### src/ilcl_pkg.sv
// Shared types and constants for the infrared link connect/listen manager.
package ilcl_pkg;

  typedef enum logic [3:0] {
    ST_START         = 4'd0,
    ST_IDLE          = 4'd1,
    ST_CONNECTING    = 4'd2,
    ST_LISTENING     = 4'd3,
    ST_STOP_LISTEN   = 4'd4,
    ST_DISCONNECTING = 4'd5,
    ST_CONNECTED     = 4'd6,
    ST_STOPPING2     = 4'd7,
    ST_STOPPING      = 4'd8,
    ST_STOPPED       = 4'd9
  } state_t;

  typedef enum logic [1:0] {
    EV_TIMER = 2'd0,
    EV_CONN  = 2'd1,
    EV_DISC  = 2'd2,
    EV_STOP  = 2'd3
  } event_t;

  typedef enum logic [1:0] {
    REG_START_RETRY_LIMIT   = 2'd0,
    REG_FIRST_CONNECT_SLOTS = 2'd1,
    REG_CONNECT_SLOTS       = 2'd2
  } reg_index_t;

  localparam logic [3:0] RETRY_LIMIT_RESET   = 4'd3;
  localparam logic [4:0] FIRST_SLOTS_RESET   = 5'd1;
  localparam logic [4:0] CONNECT_SLOTS_RESET = 5'd6;
  localparam logic [4:0] RETRIES_MAX         = 5'd31;

  typedef struct packed {
    logic [3:0] start_retry_limit;
    logic [4:0] first_connect_slots;
    logic [4:0] connect_slots;
  } cfg_t;

  // Packed struct: last member sits in the lowest bits.
  typedef struct packed {
    logic       unexpected_event;
    logic       idle_disconnect;
    logic       request_disconnect;
    logic       start_listen;
    logic [4:0] discovery_slots;
    logic       try_connect;
    logic       start_stack;
    logic [3:0] link_state;
  } result_t;

endpackage

### src/ir_link_connect_listen_fsm.sv
// Top level of the infrared link connect/listen manager.
// Usage:
//   s_* channel carries one event per transaction:
//     s_tuser = action[1:0], s_tdata = {7'b0, lap_connected}.
//   m_* channel returns one result per event:
//     m_tdata = {1'b0, unexpected_event, idle_disconnect, request_disconnect,
//                start_listen, discovery_slots[4:0], try_connect, start_stack,
//                link_state[3:0]}.
//   cfg_* channel writes a register: index 0 start_retry_limit,
//     1 first_connect_slots, 2 connect_slots; index 3 is ignored.
//     cfg_ready is always high; write only while idle.
// The result is loaded into the output register when the event is taken.
//   Throughput: one event per cycle while m_tready is high, set by the single
//   state register update.
// Reset: state returns to start, retry count to zero, registers to 3/1/6,
//   output register empty.
// Stall: while m_tready is low and a result is held, s_tready drops; the
//   next event is taken in the same cycle the held result drains.
module ir_link_connect_listen_fsm import ilcl_pkg::*; (
  input  logic       clk,
  input  logic       rst,
  input  logic       s_tvalid,
  output logic       s_tready,
  input  logic [7:0] s_tdata,   // [0] lap_connected
  input  logic [1:0] s_tuser,   // [1:0] action
  output logic       m_tvalid,
  input  logic       m_tready,
  output logic [15:0] m_tdata,  // [3:0] link_state, [4] start_stack, [5] try_connect,
                                // [10:6] discovery_slots, [11] start_listen,
                                // [12] request_disconnect, [13] idle_disconnect,
                                // [14] unexpected_event
  input  logic       cfg_valid,
  output logic       cfg_ready,
  input  logic [1:0] cfg_index,
  input  logic [4:0] cfg_data
);

  logic [3:0] state;
  logic [3:0] state_next;
  logic [4:0] retries;
  logic [4:0] retries_next;
  cfg_t       cfg;
  result_t    result;
  result_t    result_next;
  logic       accept;

  assign cfg_ready = 1'b1;
  assign s_tready  = !m_tvalid || m_tready;
  assign accept    = s_tvalid && s_tready;
  assign m_tdata   = {1'b0, result};

  ilcl_step u_step (
    .state         (state),
    .retries       (retries),
    .cfg           (cfg),
    .action        (s_tuser),
    .lap_connected (s_tdata[0]),
    .state_next    (state_next),
    .retries_next  (retries_next),
    .result        (result_next)
  );

  always_ff @(posedge clk) begin
    if (rst) begin
      cfg.start_retry_limit   <= RETRY_LIMIT_RESET;
      cfg.first_connect_slots <= FIRST_SLOTS_RESET;
      cfg.connect_slots       <= CONNECT_SLOTS_RESET;
    end else if (cfg_valid) begin
      case (cfg_index)
        REG_START_RETRY_LIMIT:   cfg.start_retry_limit   <= cfg_data[3:0];
        REG_FIRST_CONNECT_SLOTS: cfg.first_connect_slots <= cfg_data;
        REG_CONNECT_SLOTS:       cfg.connect_slots       <= cfg_data;
        default: ;
      endcase
    end
  end

  always_ff @(posedge clk) begin
    if (rst) begin
      state    <= ST_START;
      retries  <= '0;
      m_tvalid <= 1'b0;
    end else begin
      if (accept) begin
        state    <= state_next;
        retries  <= retries_next;
        m_tvalid <= 1'b1;
      end else if (m_tready) begin
        m_tvalid <= 1'b0;
      end
    end
  end

  always_ff @(posedge clk) begin
    if (accept) result <= result_next;
  end

endmodule

### src/ilcl_step.sv
// Next-state and command decode for one link event.
module ilcl_step import ilcl_pkg::*; (
  input  logic [3:0] state,
  input  logic [4:0] retries,
  input  cfg_t       cfg,
  input  logic [1:0] action,
  input  logic       lap_connected,
  output logic [3:0] state_next,
  output logic [4:0] retries_next,
  output result_t    result
);

  logic       stack;
  logic       conn;
  logic       listen;
  logic       disc;
  logic       idle_disc;
  logic       bad;
  logic [4:0] slots;
  logic       retry;

  always_comb begin
    state_next   = state;
    retries_next = retries;
    stack        = 1'b0;
    conn         = 1'b0;
    listen       = 1'b0;
    disc         = 1'b0;
    idle_disc    = 1'b0;
    bad          = 1'b0;
    slots        = '0;
    retry        = retries < {1'b0, cfg.start_retry_limit};
    case (state)
      ST_START: begin
        case (action)
          EV_TIMER: begin
            if (retries == '0) begin
              stack = 1'b1;
              conn  = 1'b1;
              slots = cfg.first_connect_slots;
            end else begin
              bad = 1'b1;
            end
          end
          EV_CONN: state_next = ST_CONNECTED;
          EV_DISC: begin
            if (retries != RETRIES_MAX) retries_next = retries + 5'd1;
            if (retry) begin
              conn  = 1'b1;
              slots = cfg.first_connect_slots;
            end else begin
              state_next = ST_IDLE;
            end
          end
          default: begin
            if (retries == '0) begin
              state_next = ST_STOPPED;
            end else begin
              state_next = ST_STOPPING2;
              disc       = 1'b1;
            end
          end
        endcase
      end
      ST_IDLE: begin
        case (action)
          EV_TIMER: begin
            state_next = ST_CONNECTING;
            conn       = 1'b1;
            slots      = cfg.connect_slots;
          end
          EV_STOP: state_next = ST_STOPPED;
          default: bad = 1'b1;
        endcase
      end
      ST_CONNECTING: begin
        case (action)
          EV_TIMER: bad = 1'b1;
          EV_CONN:  state_next = ST_CONNECTED;
          EV_DISC: begin
            state_next = ST_LISTENING;
            listen     = 1'b1;
          end
          default: begin
            state_next = ST_STOPPING2;
            disc       = 1'b1;
          end
        endcase
      end
      ST_LISTENING: begin
        case (action)
          EV_TIMER: begin
            state_next = ST_STOP_LISTEN;
            disc       = 1'b1;
          end
          EV_CONN: state_next = ST_CONNECTED;
          EV_DISC: listen = 1'b1;
          default: begin
            state_next = ST_STOPPING2;
            disc       = 1'b1;
          end
        endcase
      end
      ST_STOP_LISTEN: begin
        case (action)
          EV_DISC: state_next = ST_DISCONNECTING;
          EV_STOP: state_next = ST_STOPPING2;
          default: bad = 1'b1;
        endcase
      end
      ST_DISCONNECTING: begin
        case (action)
          EV_DISC: begin
            state_next = ST_CONNECTING;
            conn       = 1'b1;
            slots      = cfg.connect_slots;
          end
          EV_STOP: state_next = ST_STOPPING;
          default: bad = 1'b1;
        endcase
      end
      ST_CONNECTED: begin
        case (action)
          EV_CONN: bad = 1'b1;
          EV_DISC: state_next = ST_IDLE;
          EV_STOP: begin
            state_next = ST_STOPPING;
            disc       = 1'b1;
          end
          default: ;
        endcase
      end
      ST_STOPPING2: begin
        if (action == EV_CONN || action == EV_DISC) state_next = ST_STOPPING;
        else bad = 1'b1;
      end
      ST_STOPPING: begin
        if (action == EV_DISC) begin
          state_next = ST_STOPPED;
          idle_disc  = lap_connected;
        end else begin
          bad = 1'b1;
        end
      end
      default: bad = 1'b1;
    endcase

    result.link_state         = state_next;
    result.start_stack        = stack;
    result.try_connect        = conn;
    result.discovery_slots    = conn ? slots : 5'd0;
    result.start_listen       = listen;
    result.request_disconnect = disc;
    result.idle_disconnect    = idle_disc;
    result.unexpected_event   = bad;
  end

endmodule

### config.mk
export PLATFORM = sky130hd
export DESIGN_NAME = ir_link_connect_listen_fsm
export DESIGN_NICKNAME = d
export VERILOG_FILES = /design/src/ilcl_pkg.sv /design/src/ir_link_connect_listen_fsm.sv /design/src/ilcl_step.sv
export SDC_FILE = /design/constraint.sdc
export NUM_CORES = 1
export LEC_CHECK = 0
export BUFFER_PORTS_ARGS = -buffer_cell sky130_fd_sc_hd__buf_2
export CAP_MARGIN = 20
export CELL_PAD_IN_SITES_DETAIL_PLACEMENT = 0
export CELL_PAD_IN_SITES_GLOBAL_PLACEMENT = 1
export CORE_AREA = 2 2 103 55
export DETAILED_ROUTE_END_ITERATION = 8
export DIE_AREA = 0 0 105 57
export PLACE_DENSITY = 0.86
export SLEW_MARGIN = 20
export SYNTH_ARGS = -nofsm -noshare
export SYNTH_HDL_FRONTEND = slang
export SYNTH_SLANG_ARGS = --single-unit
### constraint.sdc
create_clock -name clk -period 4.7 [get_ports clk]
set_clock_uncertainty 0.2 [all_clocks]
set_input_delay 0.94 -clock clk [delete_from_list [all_inputs] [get_ports clk]]
set_output_delay 0.94 -clock clk [all_outputs]
set_load 0.05 [all_outputs]
==> out/results.ini, run 1 <==
[run_status]
status=finished clean

[clocking]
cts.repair.resized=0
insertion_delay_ns=0.29
cts_setup_buffers=0
clk_pin_slew_ns=0.08
cts.sinks=39
ctsHoldBuffers=0
cts_buffer_depth=2
cts_buffers=5
cts-root-buf=clkbuf_8
cts_tree=built
cts_max_level=2

[timing]
period_minus_slack_ns=2.78
setup_viol=0
fin_crit_sh=0.591
worstMarginPinSlew_ns=0.836
slew_viol_final=0
fmax_mhz=360
tns_ns=0
hold_viol_final=0
max_slew_margin=0.441
rsz0062_at_grt=false

[placed_design]
dp_hpwl_um=3590
place_inst=333
place.gp.congestion=0.887
portBuffers=31

[routing]
vias=1805
dr.pass1.iters=4
wirelength_um=4920
avgViaCountPerCell=5.29
wire_per_inst_um=14.4
drc_errors=0
drt_first_iter_violations=191
ant_nets=0

[worst_setup_path]
crit_cells=7
path_cells=buf_2, inv_1, ha_1, mux2i_1, and4_1, a311oi_1, a21oi_1
worst_ep_arrival_time_ns=2.60
crit_path_end_kind=flip-flop
path_buf_inv=2
crit_fanout=10
reg2reg_depth=5
start_kind=input port
crit_path_top_delay_cell=ha_1
cp_top_family=compound AO/OA/AOI/OAI gates
path_class=in -> reg
critPathMaxStageDelay_ns=0.51
required_ns=4.52

[synthesis]
syn_inst=242
yosys_warnings=0
synth-seq-cells=39
synth_edf_count=15
ys_seq_area_frac=0.421
ys_types=53
async_reset_ff_frac=0
synth_ff_type=dfxtp_1
synth.cell_area_um2=2210
synth_fp_nets=275
postSynthAreaPerCell_um2=9.13

[final_layout]
nNetsFinal=300
stdcell_count=341
syn_to_final_growth_pct=12.3
drive_above_1_share=0.175
n_fill_cell=528
insertedDiodeCount=0

[floorplanning]
fp.dieW_um=105
num_rows=19
initial_core_util=0.426
coreArea_um2=5180
die_h_um=57
dieArea_um2=5990
ios=41

[pwr]
leakagePower_nw=1.04
powerDensity_nw_per_um2=327
ir_worst_vdd_mv=0.188

[min_path]
whs_path_depth=1
hold_class=reg -> reg

[global_routing]
grtUsageTotal=0.174
grt_pass1_vias=1567
grt-ovfl-total=0
antenna_found_initial=0
grt_max_degree=25
grt_pass1_wl_um=8090

[job]
drv_cap=0

where the power goes:
group | switching [mW] | leakage, nW | internal [mW] | total [mW]
clock network | 0.116 | 0.0412 | 0.104 | 0.220
logic | 0.133 | 0.652 | 0.0626 | 0.196
registers | 0.0196 | 0.347 | 0.376 | 0.396
state kept, by name (all words and copies together), names as in the netlist:
register  cells
m_tdata      15
cfg          14
retries       5
state         4
m_tvalid      1
final cells by class:
class	instances	area, um^2	area share
Multi-Input combinational cell	172	1140	0.461
Sequential cell	39	931	0.375
Timing Repair Buffer	33	170	0.0685
Tap cell	73	91.3	0.0368
Clock buffer	6	72.6	0.0292
Inverter	16	60.1	0.0242
Clock inverter	2	12.5	0.00504
synth_stat cells, types with 2 or more instances:
| cell type | number | area [um^2] |
|---|---|---|
| a211oi_1 | 3 | 22.5 |
| nor2b_1 | 4 | 25.0 |
| ha_1 | 11 | 138 |
| a221oi_1 | 2 | 17.5 |
| conb_1 | 2 | 7.51 |
| nor4_1 | 2 | 12.5 |
| a211o_1 | 6 | 52.6 |
| or4_1 | 3 | 22.5 |
| or2_1 | 3 | 18.8 |
| nor3_1 | 4 | 20.0 |
| a311oi_1 | 2 | 17.5 |
| nor2_1 | 34 | 128 |
| o21ai_0 | 4 | 20.0 |
| dfxtp_1 | 24 | 480 |
| xnor2_1 | 4 | 35.0 |
| nand2_1 | 10 | 37.5 |
| buf_4 | 3 | 22.5 |
| edfxtp_1 | 15 | 450 |
| nand3b_1 | 4 | 30.0 |
| buf_2 | 5 | 25.0 |
| a22o_1 | 5 | 43.8 |
| a21o_1 | 2 | 15.0 |
| nand2b_1 | 6 | 37.5 |
| inv_1 | 16 | 60.1 |
| a21oi_1 | 16 | 80.1 |
| nand3_1 | 6 | 30.0 |
| clkbuf_1 | 7 | 26.3 |
| nor3b_1 | 5 | 37.5 |
| mux2i_1 | 8 | 80.1 |
| o21ai_1 | 3 | 15.0 |
kinds of logic after synthesis:
logic type                 count (synthesis)  share of synthesized area
DFF                                       39                      0.421
AOI/OAI and AO/OA                         57                      0.183
xor gates and xnor gates                   5                     0.0198
and+or+nand+nor                           89                      0.213
other                                      2                    0.00340
adders and majority gates                 11                     0.0623
buffers and inverters                     31                     0.0606
muxes                                      8                     0.0362
per-layer routing:
| metal | wire [um] | part of all wire | vias to the layer above | GRT usage |
|---|---|---|---|---|
| li1 | - | - | 910 | - |
| met1 | 2470 | 0.50 | 835 | 0.269 |
| met2 | 1980 | 0.40 | 55 | 0.233 |
| met3 | 446 | 0.091 | 5 | 0.0663 |
| met4 | 23 | 0.0047 | 0 | 0.0229 |
| met5 | 0 | 0 | - | 0 |
final timing paths:
kind	slack [ns]	end	startpoint
worst max-delay path	1.92	m_tdata[2]	s_tuser[1]
worst min-delay path	0.27	cfg[1]	cfg[1]
worst max register to register	2.24	m_tdata[2]	state[2]
worst min register to register	0.27	cfg[1]	cfg[1]
cell usage in the layout, fill, tap and decap left out, types with 3 or more instances in the layout:
cell and count:
nor2_1 34, buf_2 31, dfxtp_1 24, inv_1 16, a21oi_1 16, edfxtp_1 15
ha_1 11, nand2_1 10, mux2i_1 8, nand3_1 6, nand2b_1 6, a211o_1 6
nor3b_1 5, a22o_1 5, clkbuf_8 5, nor3_1 4, nor2b_1 4, o21ai_0 4
nand3b_1 4, xnor2_1 4, or2_1 3, or4_1 3, o21ai_1 3, a211oi_1 3
stage by stage:
stage / power (mW) / area [um^2] / util / hold slack [ns] / worst slack [ns]
after floorplan: 0.551 / 2210 / - / 0.236 / 2.00
after global placement: 0.596 / 2400 / 0.463 / 0.244 / 1.63
after detailed placement: 0.598 / 2400 / 0.463 / 0.254 / 1.63
after CTS: 0.813 / 2480 / 0.479 / 0.272 / 1.93
after global routing: 0.847 / 2480 / 0.479 / 0.292 / 1.77
final: 0.811 / 2480 / 0.479 / 0.274 / 1.92
Note: power is estimated with default switching activity, not from simulation.
==> run 2, diff against run 1 <==
--- a/config.mk
+++ b/config.mk
@@ -9,10 +9,10 @@
 export CAP_MARGIN = 20
 export CELL_PAD_IN_SITES_DETAIL_PLACEMENT = 0
 export CELL_PAD_IN_SITES_GLOBAL_PLACEMENT = 1
-export CORE_AREA = 2 2 103 55
+export CORE_AREA = 2 2 111 59
 export DETAILED_ROUTE_END_ITERATION = 8
-export DIE_AREA = 0 0 105 57
-export PLACE_DENSITY = 0.86
+export DIE_AREA = 0 0 113 61
+export PLACE_DENSITY = 0.79
 export SLEW_MARGIN = 20
 export SYNTH_ARGS = -nofsm -noshare
 export SYNTH_HDL_FRONTEND = slang
==> constraint.sdc (replaced) <==
create_clock -name clk -period 2.3 [get_ports clk]
set_clock_uncertainty 0.2 [all_clocks]
set_input_delay 0.46 -clock clk [delete_from_list [all_inputs] [get_ports clk]]
set_output_delay 0.46 -clock clk [all_outputs]
set_load 0.05 [all_outputs]
==> run 2 against run 1 <==
Against the previous run:
- the flow now finishes with violations (design-rule violations)
- non-clock buffer count is 31 higher
- critical path type is now reg -> reg
- sequential share of layout area fell by 4.5 points
- sequential power increased by 100%
- largest cell class unchanged
- die area up 15%
- critical path depth stayed put
- core utilization down 0.082 points
- via count up 6.7%
- worst setup slack worse by 1.8 ns
==> out/results.ini, run 2 (synthesis results as in run 1) <==
[pwr]
ir_worst_vdd_mv=0.645
clkPwrFrac=0.382
p_sw_frac=0.296
leakagePower_nw=1.25
p_comb_frac=0.236
power.switching_mw=0.614
seqPwrFrac=0.382
power.internal_mw=1.46
powerDensity_nw_per_um2=736

[global_routing]
grt_max_degree=25
grt-ovfl-total=0
antenna_found_initial=0
grt_pass1_wl_um=8710
grt_pass1_vias=1739
grtUsageTotal=0.167

[final_layout]
drive_above_1_share=0.271
stdcell_count=376
layout_common_cells=34 x nor2_1, 33 x buf_4, 31 x buf_2
largest_reg_flops=15
nNetsFinal=331
final_common_cell=nor2_1
insertedDiodeCount=0
syn_to_final_growth_pct=27.8

[floorplanning]
die_h_um=61
ios=41
dieArea_um2=6890
num_rows=20
fp.dieW_um=113
coreArea_um2=5910
initial_core_util=0.374

[timing]
rsz0062_at_grt=false
fmax_mhz=463
hold_viol_final=0
setup_viol=0
fin_crit_sh=0.940
fin_ws_ns=0.139
period_minus_slack_ns=2.16
slew_viol_final=0
tns_ns=0

[clocking]
cts_tree=built
insertion_delay_ns=0.29
cts-root-buf=clkbuf_16
clk_pin_slew_ns=0.06
cts_buffer_depth=2
cts_max_level=2
ctsHoldBuffers=0
cts_buffers=5
cts.sinks=39

[routing]
wire_per_inst_um=14.5
ant_nets=0
dr.pass1.iters=6
wirelength_um=5450
avgViaCountPerCell=5.12
drc_errors=3
vias=1926
drt_first_iter_violations=131

[worst_setup_path]
rrSetupSlack_ns=0.14
path_cells=ha_1, or4_1, a21oi_1, o21ai_1, a21oi_2, buf_4, a22o_1
critPathMaxStageDelay_ns=0.49
cp_top_family=compound AO/OA/AOI/OAI gates
path_class=reg -> reg
worst_ep_arrival_time_ns=2.11
path_buf_inv=1
crit_path_end_kind=flip-flop
crit_path_top_delay_cell=or4_1
crit_fanout=6
start_kind=flip-flop
required_ns=2.25

[run_status]
violations=design-rule violations
status=complete, but fails checks

[min_path]
hold_class=in -> reg

[placed_design]
place_ws_ns=-0.0474
place.gp.congestion=0.860
dp_hpwl_um=4010
portBuffers=31
place_inst=367

[job]
drv_cap=0

run 2: worst paths after layout:
kind	start	endpoint	cells past startpoint
worst max-delay path	retries[3]	m_tdata[10]	7
worst min-delay path	cfg_data[1]	cfg[11]	2
worst max register to register	retries[3]	m_tdata[10]	7
worst min register to register	cfg[5]	cfg[5]	1
run 2: power by group through the flow:
| stage | clock network, mW | registers [mW] | logic, mW |
|---|---|---|---|
| finish | 0.793 | 0.793 | 0.491 |
| global route | 0.841 | 0.797 | 0.530 |
| CTS | 0.806 | 0.794 | 0.477 |
| detailed placement | 0 | 0.807 | 0.474 |
| global placement | 0 | 0.806 | 0.473 |
| floorplan | 0 | 0.895 | 0.230 |
run 2: metal layers:
metal,GRT usage,part of all wire,wire length (um),up-vias
li1,-,-,-,974
met4,0.0540,0.011,59,0
met5,0,0,0,-
met1,0.255,0.56,3050,884
met2,0.216,0.36,1960,61
met3,0.0579,0.072,392,7
run 2: area by class of cell:
class                      instances  area, um^2
timing repair buffer              64         403
inverter                          16        60.1
clock inverter                     3        43.8
sequential                        39         931
multi-input combinational        172        1160
tap                               77        96.3
fill                             557        3080
clock buffer                       5         125
run 2: repair_timing:
| item | 4_1_cts | 5_1_grt |
|---|---|---|
| buffers inserted | 0 | 1 |
| gates resized for setup | 0 | 3 |
| endpoints found under the setup margin | 0 | 7 |
run 2: metrics by stage:
stage	area (um^2)	utilization	power, mW	hold slack [ns]
final	2820	0.478	2.08	0.221
after global routing	2820	0.478	2.17	0.216
after CTS	2800	0.474	2.08	0.218
after detailed placement	2630	0.445	1.28	0.254
after global placement	2630	0.445	1.28	0.245
after floorplan	2210	-	1.13	0.236
